**config.mk**
```make
export PLATFORM = sky130hd
export DESIGN_NAME = matrix_multiply_4x4
export DESIGN_NICKNAME = d
export VERILOG_FILES = /design/src/mm4_pkg.sv /design/src/mm4_seq.sv /design/src/matrix_multiply_4x4.sv
export SDC_FILE = /design/constraint.sdc
export NUM_CORES = 2
export LEC_CHECK = 0
export BUFFER_PORTS_ARGS = -buffer_cell sky130_fd_sc_hd__buf_2
export CORE_ASPECT_RATIO = 1.1
export CORE_MARGIN = 10
export CORE_UTILIZATION = 50
export CTS_CLUSTER_SIZE = 40
export DETAILED_ROUTE_END_ITERATION = 8
export GPL_TIMING_DRIVEN = 0
export PLACE_DENSITY = 0.66
export SLEW_MARGIN = 20
export SYNTH_ARGS = -nofsm -noshare
export SYNTH_HDL_FRONTEND = slang
export SYNTH_SLANG_ARGS = --single-unit
```
**constraint.sdc**
```tcl
create_clock -name i_clk -period 24.7 [get_ports i_clk]
set_input_delay 4.94 -clock i_clk [delete_from_list [all_inputs] [get_ports i_clk]]
set_output_delay 4.94 -clock i_clk [all_outputs]
set_load 0.1 [all_outputs]
```
**src/mm4_pkg.sv**
```systemverilog
package mm4_pkg;

    localparam int MAT_DIM = 4;
    localparam int Q_FRAC  = 16;
    localparam int ELEM_W  = 32;
    localparam int IDX_W   = $clog2(MAT_DIM);
    localparam int PROD_W  = 2 * ELEM_W;
    localparam int ACC_W   = PROD_W + IDX_W;
    localparam int PC_W    = 3;

    typedef logic [IDX_W-1:0] t_idx;
    typedef logic [PC_W-1:0]  t_pc;

    localparam t_idx IDX_LAST = IDX_W'(MAT_DIM - 1);

    // Item kinds carried on the slave tuser
    localparam logic [1:0] MODE_LOAD_A  = 2'd0;
    localparam logic [1:0] MODE_LOAD_B  = 2'd1;
    localparam logic [1:0] MODE_COMPUTE = 2'd2;

    // Program step addresses
    localparam t_pc STEP_IDLE   = 3'd0;
    localparam t_pc STEP_FETCH  = 3'd1;
    localparam t_pc STEP_DRAIN0 = 3'd2;
    localparam t_pc STEP_DRAIN1 = 3'd3;
    localparam t_pc STEP_COL    = 3'd4;
    localparam t_pc STEP_EMIT   = 3'd5;
    localparam t_pc STEP_WRAP   = 3'd6;

    typedef enum logic [2:0] {
        C_NEXT   = 3'd0,
        C_CMD    = 3'd1,
        C_LOOP_K = 3'd2,
        C_LOOP_J = 3'd3,
        C_LOOP_I = 3'd4,
        C_JUMP   = 3'd5
    } t_cond;

    typedef struct packed {
        logic  accept;
        logic  clr;
        logic  fetch;
        logic  col;
        logic  emit;
        t_cond cond;
        t_pc   target;
    } t_uop;

    // Sequencer to datapath
    typedef struct packed {
        logic accept;
        logic clr;
        logic fetch;
        logic col;
        logic emit;
        t_idx i;
        t_idx j;
        t_idx k;
    } t_ctrl;

endpackage

```
**src/mm4_seq.sv**
```systemverilog
module mm4_seq (
    input  logic          i_clk,
    input  logic          i_rst_n,
    input  logic          i_cmd,
    input  logic          i_out_free,
    output mm4_pkg::t_ctrl o_ctrl
);
    import mm4_pkg::*;

    function automatic t_uop rom(input t_pc addr);
        t_uop u;
        u = '{accept: 1'b0, clr: 1'b0, fetch: 1'b0, col: 1'b0, emit: 1'b0,
              cond: C_JUMP, target: STEP_IDLE};
        case (addr)
            STEP_IDLE: begin
                u.accept = 1'b1;
                u.clr    = 1'b1;
                u.cond   = C_CMD;
                u.target = STEP_FETCH;
            end
            STEP_FETCH: begin
                u.fetch  = 1'b1;
                u.cond   = C_LOOP_K;
                u.target = STEP_FETCH;
            end
            STEP_DRAIN0: u.cond = C_NEXT;
            STEP_DRAIN1: u.cond = C_NEXT;
            STEP_COL: begin
                u.col    = 1'b1;
                u.cond   = C_LOOP_J;
                u.target = STEP_FETCH;
            end
            STEP_EMIT: begin
                u.emit   = 1'b1;
                u.cond   = C_LOOP_I;
                u.target = STEP_FETCH;
            end
            STEP_WRAP: begin
                u.cond   = C_JUMP;
                u.target = STEP_IDLE;
            end
            default: u.cond = C_JUMP;
        endcase
        return u;
    endfunction

    t_pc  r_pc, n_pc;
    t_idx r_i, r_j, r_k;
    t_uop w_uop;
    logic w_hold;

    assign w_uop  = rom(r_pc);
    assign w_hold = w_uop.emit && !i_out_free;

    always_comb begin
        case (w_uop.cond)
            C_NEXT:   n_pc = r_pc + 1'b1;
            C_CMD:    n_pc = i_cmd ? w_uop.target : r_pc;
            C_LOOP_K: n_pc = (r_k != IDX_LAST) ? w_uop.target : r_pc + 1'b1;
            C_LOOP_J: n_pc = (r_j != IDX_LAST) ? w_uop.target : r_pc + 1'b1;
            C_LOOP_I: n_pc = w_hold ? r_pc :
                             ((r_i != IDX_LAST) ? w_uop.target : r_pc + 1'b1);
            C_JUMP:   n_pc = w_uop.target;
            default:  n_pc = STEP_IDLE;
        endcase
    end

    always_ff @(posedge i_clk) begin
        if (!i_rst_n) begin
            r_pc <= STEP_IDLE;
            r_i  <= '0;
            r_j  <= '0;
            r_k  <= '0;
        end else begin
            r_pc <= n_pc;
            if (w_uop.clr) begin
                r_i <= '0;
                r_j <= '0;
                r_k <= '0;
            end else begin
                if (w_uop.fetch) r_k <= r_k + 1'b1;
                if (w_uop.col)   r_j <= r_j + 1'b1;
                if (w_uop.emit && !w_hold) r_i <= r_i + 1'b1;
            end
        end
    end

    assign o_ctrl = '{accept: w_uop.accept, clr: w_uop.clr, fetch: w_uop.fetch,
                      col: w_uop.col, emit: w_uop.emit && !w_hold,
                      i: r_i, j: r_j, k: r_k};

endmodule

```
**src/matrix_multiply_4x4.sv**
```systemverilog
// 4x4 matrix product C = A x B in signed Q16.16.
// Slave channel (s_*): one transaction per item. tuser carries the mode:
// load a row of A, load a row of B, or compute. tdata carries the row index
// and the four elements of a loaded row (ignored for compute). Mode 3 is
// taken and dropped.
// Master channel (m_*): a compute yields four transactions, rows 0..3 of C,
// the fourth marked by tlast; tuser flags a row in which any element clipped.
// Sequence: a load gives nothing back. A compute holds s_tready low while the
// sequencer works through the product, row 0 first, on the single shared
// 32x32 multiplier: four multiply steps per element, plus two drain steps
// and one rounding step, and one step per row to hand it out.
// When m_tready is low the finished row waits in the output register and
// the sequencer holds at its emit step until the register frees.
// Reset (synchronous, active low) clears both matrix stores to zero, empties
// the output register and returns the sequencer to its idle step.
module matrix_multiply_4x4 (
    input  logic         i_clk,
    input  logic         i_rst_n,
    // slave: [1:0] row_index, [33:2] elem0, [65:34] elem1, [97:66] elem2,
    //        [129:98] elem3, [135:130] zero
    input  logic [135:0] s_tdata,
    input  logic [1:0]   s_tuser,   // [1:0] mode
    input  logic         s_tvalid,
    output logic         s_tready,
    // master: [1:0] out_row, [33:2] prod0, [65:34] prod1, [97:66] prod2,
    //         [129:98] prod3, [135:130] zero
    output logic [135:0] m_tdata,
    output logic [0:0]   m_tuser,   // [0] saturated
    output logic         m_tlast,
    output logic         m_tvalid,
    input  logic         m_tready
);
    import mm4_pkg::*;

    localparam logic signed [ACC_W-1:0] SAT_MAX = ACC_W'(32'h7fff_ffff);
    localparam logic signed [ACC_W-1:0] SAT_MIN = ~SAT_MAX;

    t_ctrl w_ctrl;
    logic  w_s_accept, w_cmd, w_out_free;
    t_idx  w_row_idx;
    logic  [1:0] w_mode;

    logic signed [ELEM_W-1:0] r_left  [MAT_DIM*MAT_DIM];
    logic signed [ELEM_W-1:0] r_right [MAT_DIM*MAT_DIM];

    logic signed [ELEM_W-1:0] r_opa, r_opb;
    logic signed [PROD_W-1:0] r_prod;
    logic                     r_v1, r_v2;
    logic signed [ACC_W-1:0]  r_acc;
    logic signed [ACC_W-1:0]  w_shift;
    logic signed [ELEM_W-1:0] w_clip;
    logic                     w_over, w_under;

    logic signed [ELEM_W-1:0] r_row [MAT_DIM];
    logic                     r_sat;

    logic                     r_m_valid, r_m_last, r_m_sat;
    t_idx                     r_m_row;
    logic signed [ELEM_W-1:0] r_m_prod [MAT_DIM];

    assign w_mode     = s_tuser;
    assign w_row_idx  = s_tdata[IDX_W-1:0];
    assign w_s_accept = s_tvalid && s_tready;
    assign w_cmd      = w_s_accept && (w_mode == MODE_COMPUTE);
    assign w_out_free = !r_m_valid || m_tready;
    assign s_tready   = w_ctrl.accept;

    mm4_seq u_seq (
        .i_clk      (i_clk),
        .i_rst_n    (i_rst_n),
        .i_cmd      (w_cmd),
        .i_out_free (w_out_free),
        .o_ctrl     (w_ctrl)
    );

    // Matrix stores: a load writes a whole row at once
    always_ff @(posedge i_clk) begin
        if (!i_rst_n) begin
            for (int e = 0; e < MAT_DIM*MAT_DIM; e++) begin
                r_left[e]  <= '0;
                r_right[e] <= '0;
            end
        end else if (w_s_accept) begin
            for (int c = 0; c < MAT_DIM; c++) begin
                if (w_mode == MODE_LOAD_A)
                    r_left[{w_row_idx, t_idx'(c)}] <= s_tdata[IDX_W + ELEM_W*c +: ELEM_W];
                if (w_mode == MODE_LOAD_B)
                    r_right[{w_row_idx, t_idx'(c)}] <= s_tdata[IDX_W + ELEM_W*c +: ELEM_W];
            end
        end
    end

    // MAC pipeline: fetch operands, multiply, accumulate
    always_ff @(posedge i_clk) begin
        if (w_ctrl.fetch) begin
            r_opa <= r_left[{w_ctrl.i, w_ctrl.k}];
            r_opb <= r_right[{w_ctrl.k, w_ctrl.j}];
        end
        r_prod <= r_opa * r_opb;
    end

    always_ff @(posedge i_clk) begin
        if (!i_rst_n) begin
            r_v1  <= 1'b0;
            r_v2  <= 1'b0;
            r_acc <= '0;
        end else begin
            r_v1 <= w_ctrl.fetch;
            r_v2 <= r_v1;
            if (w_ctrl.clr || w_ctrl.col)
                r_acc <= '0;
            else if (r_v2)
                r_acc <= r_acc + ACC_W'(r_prod);
        end
    end

    // Floor the exact sum back to Q16.16 and clip to 32 bits
    always_comb begin
        w_shift = r_acc >>> Q_FRAC;
        w_over  = w_shift > SAT_MAX;
        w_under = w_shift < SAT_MIN;
        if (w_over)
            w_clip = SAT_MAX[ELEM_W-1:0];
        else if (w_under)
            w_clip = SAT_MIN[ELEM_W-1:0];
        else
            w_clip = w_shift[ELEM_W-1:0];
    end

    always_ff @(posedge i_clk) begin
        if (w_ctrl.col)
            r_row[w_ctrl.j] <= w_clip;
    end

    always_ff @(posedge i_clk) begin
        if (!i_rst_n)
            r_sat <= 1'b0;
        else if (w_ctrl.clr || w_ctrl.emit)
            r_sat <= 1'b0;
        else if (w_ctrl.col)
            r_sat <= r_sat | w_over | w_under;
    end

    // Output register: load on emit, drop once the receiver takes it
    always_ff @(posedge i_clk) begin
        if (!i_rst_n)
            r_m_valid <= 1'b0;
        else if (w_ctrl.emit)
            r_m_valid <= 1'b1;
        else if (m_tready)
            r_m_valid <= 1'b0;
    end

    always_ff @(posedge i_clk) begin
        if (w_ctrl.emit) begin
            r_m_row  <= w_ctrl.i;
            r_m_last <= (w_ctrl.i == IDX_LAST);
            r_m_sat  <= r_sat;
            for (int c = 0; c < MAT_DIM; c++)
                r_m_prod[c] <= r_row[c];
        end
    end

    assign m_tvalid = r_m_valid;
    assign m_tlast  = r_m_last;
    assign m_tuser  = r_m_sat;
    assign m_tdata  = {6'b0, r_m_prod[3], r_m_prod[2], r_m_prod[1], r_m_prod[0],
                       r_m_row};

`ifndef SYNTHESIS
    // A taken compute closes the slave side
    a_cmd_closes: assert property (@(posedge i_clk) disable iff (!i_rst_n)
        w_cmd |=> !s_tready)
        else $error("slave ready after compute accepted");

    // Rows before the last leave while the sequencer is still busy
    a_busy_midrun: assert property (@(posedge i_clk) disable iff (!i_rst_n)
        (m_tvalid && m_tready && !m_tlast) |-> !s_tready)
        else $error("sequencer idle with rows outstanding");

    // The MAC pipeline is empty when an element is rounded
    a_drained: assert property (@(posedge i_clk) disable iff (!i_rst_n)
        w_ctrl.col |-> (!r_v1 && !r_v2 && w_ctrl.k == '0))
        else $error("rounding with products in flight");

    // The marked row is row three
    a_last_row: assert property (@(posedge i_clk) disable iff (!i_rst_n)
        m_tvalid |-> (m_tlast == (r_m_row == IDX_LAST)))
        else $error("tlast on wrong row");
`endif

endmodule

```
======== Yosys cells after proc, flatten, opt, wreduce, memory -nomap -nowiden ========
Memory sizes are Yosys's and may differ from the RTL's. A register that Yosys moved wholly into a read port is not among the register bits.
Cells that the tools add are included.
cells by class
  multiply operators ...................... 1
  $add $sub $neg .......................... 5
  magnitude comparators ................... 2
  multiplexer cells ....................... 53
  eq/ne operators ......................... 18
  reduce and logical (&&, ||, !) cells .... 28
  div/mod/pow operators ................... 0
  bitwise logic cells ..................... 3
  shift operators ......................... 0
operator list
  cell                  number
  $mux 32               10
  $reduce_or 32->1      8
  $add 66x64->66        1
  $mul 32x32->64        1
  $gt 50x32->1 const B  1
  $lt 50x32->1 const B  1
  $mux 4                8
  $mux 1                27
  $pmux 3 s6            1
  $mux 3                5
  $pmux 3 s5            1
  $eq 3x2->1 const B    4
  $eq 3x3->1 const B    4
  $ne 2x2->1 const B    4
  $reduce_or 2->1       4
  $add 2x1->2 const B   3
  $eq 3x1->1 const B    2
  $logic_not 3->1       2
  $eq 2x2->1 const B    2
  $logic_and 1x1->1     4
  $reduce_or 4->1       1
  $add 3x1->3 const B   1
  $logic_not 1->1       3
  $logic_or 1x1->1      3
  8 further kinds       9
storage, ports and cells
  flip-flop bits (word level) ............. 147
  memories ................................ 4
  latch bits .............................. 0
  memory bits (read-only) ................. 0
  memory bits (writable) .................. 1280
memories
  memory    depth  width  rd ports  clocked after Yosys merged registers in  wr ports  line                       RTL
  r_left    16     32     1         1                                        16        matrix_multiply_4x4.sv:43  logic signed [ELEM_W-1:0] r_left [MAT_DIM*MAT_DIM];
  r_right   16     32     1         1                                        16        matrix_multiply_4x4.sv:44  logic signed [ELEM_W-1:0] r_right [MAT_DIM*MAT_DIM];
  r_m_prod  4      32     4         0                                        4         matrix_multiply_4x4.sv:59  logic signed [ELEM_W-1:0] r_m_prod [MAT_DIM];
  r_row     4      32     4         0                                        1         matrix_multiply_4x4.sv:54  logic signed [ELEM_W-1:0] r_row [MAT_DIM];

======== Longest topological paths before layout ========
  depth in word-level cells ............... 8
  depth in mapped cells ................... 30
  gate-level depth less buffers ........... 28

======== Hierarchy ========
Synthesis repeated with hierarchy kept, for this count alone.
second synthesis, totals
  cell total of the unflattened synthesis .. 7776
  area, all modules ....................... 99569.2 um^2
by module, submodules not included
  module               seq. area each (um^2)  area an instance (um^2)  cells an instance  instances
  matrix_multiply_4x4  43161.4                98847.3                  7693               1
  mm4_seq              180.2                  721.9                    83                 1

======== Least setup slack after synthesis ========
OpenSTA, ideal clock, no wires.
  path type ............................... input to register
  from .................................... input s_tuser[1]
  to ...................................... memory r_right[10][0], enable pin
  cell stages on the path ................. 4
  arrival ................................. 14.555 ns
  path slack .............................. 9.353 ns
  required time ........................... 23.908 ns
  path through ............................ nand4b_1 > or2_2 > clkbuf_1 > o21ai_0
RTL lines
  item         line                       RTL
  from (decl)  matrix_multiply_4x4.sv:22  input logic [1:0] s_tuser,
  to (decl)    matrix_multiply_4x4.sv:44

======== Worst setup path after layout ========
  from .................................... register r_opa[12] (read register of r_left)
  to ...................................... register r_prod[60]
between the ends
  longest elaborated chain between the ends .. 1
ends and longest elaborated chain
  item                  line                       RTL
  from (decl)           matrix_multiply_4x4.sv:46  logic signed [ELEM_W-1:0] r_opa, r_opb;
  $mul 32x32->64        matrix_multiply_4x4.sv:99  r_prod <= r_opa * r_opb;
  to (signal assigned)  matrix_multiply_4x4.sv:99
  to (decl)             matrix_multiply_4x4.sv:47  logic signed [PROD_W-1:0] r_prod;
Every way passes these cells.
A chain may end at the register's enable or synchronous reset.

==> flow_summary.json <==
{
  "outcome": "complete, no violations",
  "async_reset_ff_share_pct": 0,
  "hp-class": "reg2reg",
  "end_kind": "flop",
  "yosysWarnings": 0,
  "cts_resized": 0,
  "met2_usage_pct": 49.75,
  "min_period_ps": 9839,
  "cp.buffers_inverters": 6,
  "clock_path_buffers": 3,
  "drive_gt1_share_pct": 11.25,
  "fp.dieH_um": 487.5,
  "finalClockSkew_ps": 50.22,
  "critPathSlowestCell": "clkbuf_1",
  "clkTransAtPathRegs_ps": 60,
  "postCtsSetupRepairBufs": 0,
  "critical-path-max-stage-delay_ps": 930,
  "drt-total-wl_um": 316900,
  "synth_fa_ha_area_share_pct": 25.07,
  "vias": 62950,
  "vias_per_cell": 5.735,
  "wl_per_cell_um": 28.87,
  "mostFrequentLayoutCell": "and2_1",
  "top_usage_layer": "met2",
  "ios": 282,
  "drc": 0,
  "avgSynthCellArea_sq_um": 12.81,
  "hpwlAfterDp_um": 249900,
  "path_class": "reg2reg",
  "relSlewSlack_pct": 13.03,
  "cts.htree.levels": 4,
  "first_pass_iters": 6,
  "worst-endpoint-required_ps": 25460,
  "use_met3_pct": 6.308,
  "tritoncts": "yes",
  "syn_inst": 7754,
  "critical_path.top_delay_family": "adder cells",
  "nets": 9719,
  "final_cell_mix": "1,556 x and2_1, 1,348 x edfxtp_1, 1,082 x fa_1",
  "grt_antenna_before_repair": 47,
  "worstMarginPinSlew_ps": 1305,
  "start_kind": "flop",
  "syn_area_sq_um": 99360,
  "clock-sinks": 1491,
  "slew_viol_final": 0,
  "clock-root-buffer": "clkbuf_16",
  "synth_cell_type_count": 77,
  "die_x_um": 445.0,
  "grt_max_degree": 50,
  "core_area_sq_um": 197500,
  "antenna_left": 0,
  "num_rows": 171,
  "synth_xor_area_share_pct": 1.155,
  "gp_congestion": 1.020,
  "synthFlopType": "edfxtp_1",
  "hold_violations": 0,
  "synthSimpleGateAreaFrac_pct": 13.94,
  "synthTopCellsByArea": "edfxtp_1 41%, fa_1 22%, and2_1 9.8%, mux4_2 7.3%, inv_1 3.8%",
  "postCtsHoldBufs": 0,
  "finalSetupViolations": 0,
  "worstSkewPairLatency_ps": 860,
  "ys_seq_area_share_pct": 43.62,
  "crit_path_frequent_cell": "fa_1",
  "synth_edf_count": 1348,
  "drt-initial-drc-count": 5864,
  "numCtsBuffers": 152,
  "start_util_pct": 50.31,
  "arrival_ps": 10590,
  "post-route-period-util_pct": 39.83,
  "first_global_vias": 66950,
  "fin_hold_ws_ps": 404.0,
  "max_freq_ghz": 0.1016,
  "grtUsageMet1_pct": 35.65,
  "final.setup.tns_ps": 0,
  "synth-seq-cells": 1491,
  "overflow": 0,
  "synth_compound_area_share_pct": 2.930,
  "die_area_sq_um": 217000,
  "synth_top_area_share_pct": 40.74,
  "port_buffers": 269,
  "synth.area.mux_share_pct": 7.820,
  "synth_top_family_by_area": "adder cells",
  "synth_top_cell_by_area": "edfxtp_1",
  "drv_cap": 0,
  "grtUsageTotal_pct": 29.28,
  "syn2layout_area_growth_pct": 11.12,
  "grt_pass1_wl_um": 458800,
  "rsz0062_at_grt": "no",
  "critPathMaxFanout": 10
}
## cell usage after synthesis (27+ instances only)
master,number
o21ai_0,93
nand2b_1,29
dfxtp_1,143
nor2b_1,27
a21o_1,78
fa_1,1083
nand2_1,631
xnor2_1,87
nand3_1,34
mux4_2,320
inv_1,994
xor2_1,44
clkbuf_1,401
nor2_1,148
and2_1,1556
edfxtp_1,1348
buf_1,32
mux2i_1,54
ha_1,258
a21oi_1,138
## path summary, 6_finish.rpt
path	slack, ps	depth (start not counted)	to	from
worst max-delay path	14860	27	r_prod[60]	r_opa[12]
worst min-delay path	400	0	r_m_prod[2][21]	r_row[2][21]
worst max register to register	14860	27	r_prod[60]	r_opa[12]
worst min register to register	400	0	r_m_prod[2][21]	r_row[2][21]
## metal layers
metal  vias to the layer above  wire, um
met2                      2965    156000
met1                     32650    116800
met4                        20     17610
met3                       781     26340
li1                      26530         -
met5                         -       133
## registers in the layout, summed over array words and instances, names as in the netlist, 2 cells and up
name and count:
r_opa 32, r_right 512, r_opb 32, u_seq.r_pc 3
r_m_row 2, r_prod 64, r_m_prod 128, r_row 128
u_seq.r_j 2, u_seq.r_k 2, u_seq.r_i 2, r_acc 66
r_left 512
## cells by family after synthesis
logic type | after synthesis
AOI/OAI and AO/OA | 450
xor gates and xnor gates | 131
adders and majority gates | 1341
buffers and inverters | 1435
DFF | 1491
muxes | 376
other | 1
and+or+nand+nor | 2529
## worst reg2reg max path, delay by kind of cell (launching register included)
kind	cells	cell delay, ps
and+or+nand+nor	3	710
adders and majority gates	9	4240
xor gates and xnor gates	1	190
DFF	1	910
AOI/OAI and AO/OA	8	2300
buffers and inverters	6	1410
## through the flow
| stage | utilization [%] | worst slack (ps) | area (sq um) | cells |
|---|---|---|---|---|
| global route | 55.88 | 14700 | 110400 | 10960 |
| CTS | 55.86 | 15060 | 110300 | 10950 |
| floorplan | - | 9353 | 99370 | 7759 |
| finish | 55.91 | 14860 | 110400 | 10980 |
| global placement | 52.65 | 4281 | 104000 | 10620 |
| detailed placement | 53.38 | 15090 | 105400 | 10680 |
## cell type report
| class | instances | area (sq um) |
|---|---|---|
| fill | 16270 | 87080 |
| multi-input combinational | 4833 | 50730 |
| sequential | 1491 | 43340 |
| clock buffer | 200 | 4078 |
| inverter | 994 | 3731 |
| tap | 2595 | 3247 |
| timing repair buffer | 323 | 2663 |
| buffer | 441 | 1729 |
| clock inverter | 77 | 832.0 |
| antenna | 23 | 57.56 |
Power is left out: the tool's default activity adds up to more than one toggle a clock period on the data nets, which glitch-free logic cannot reach.
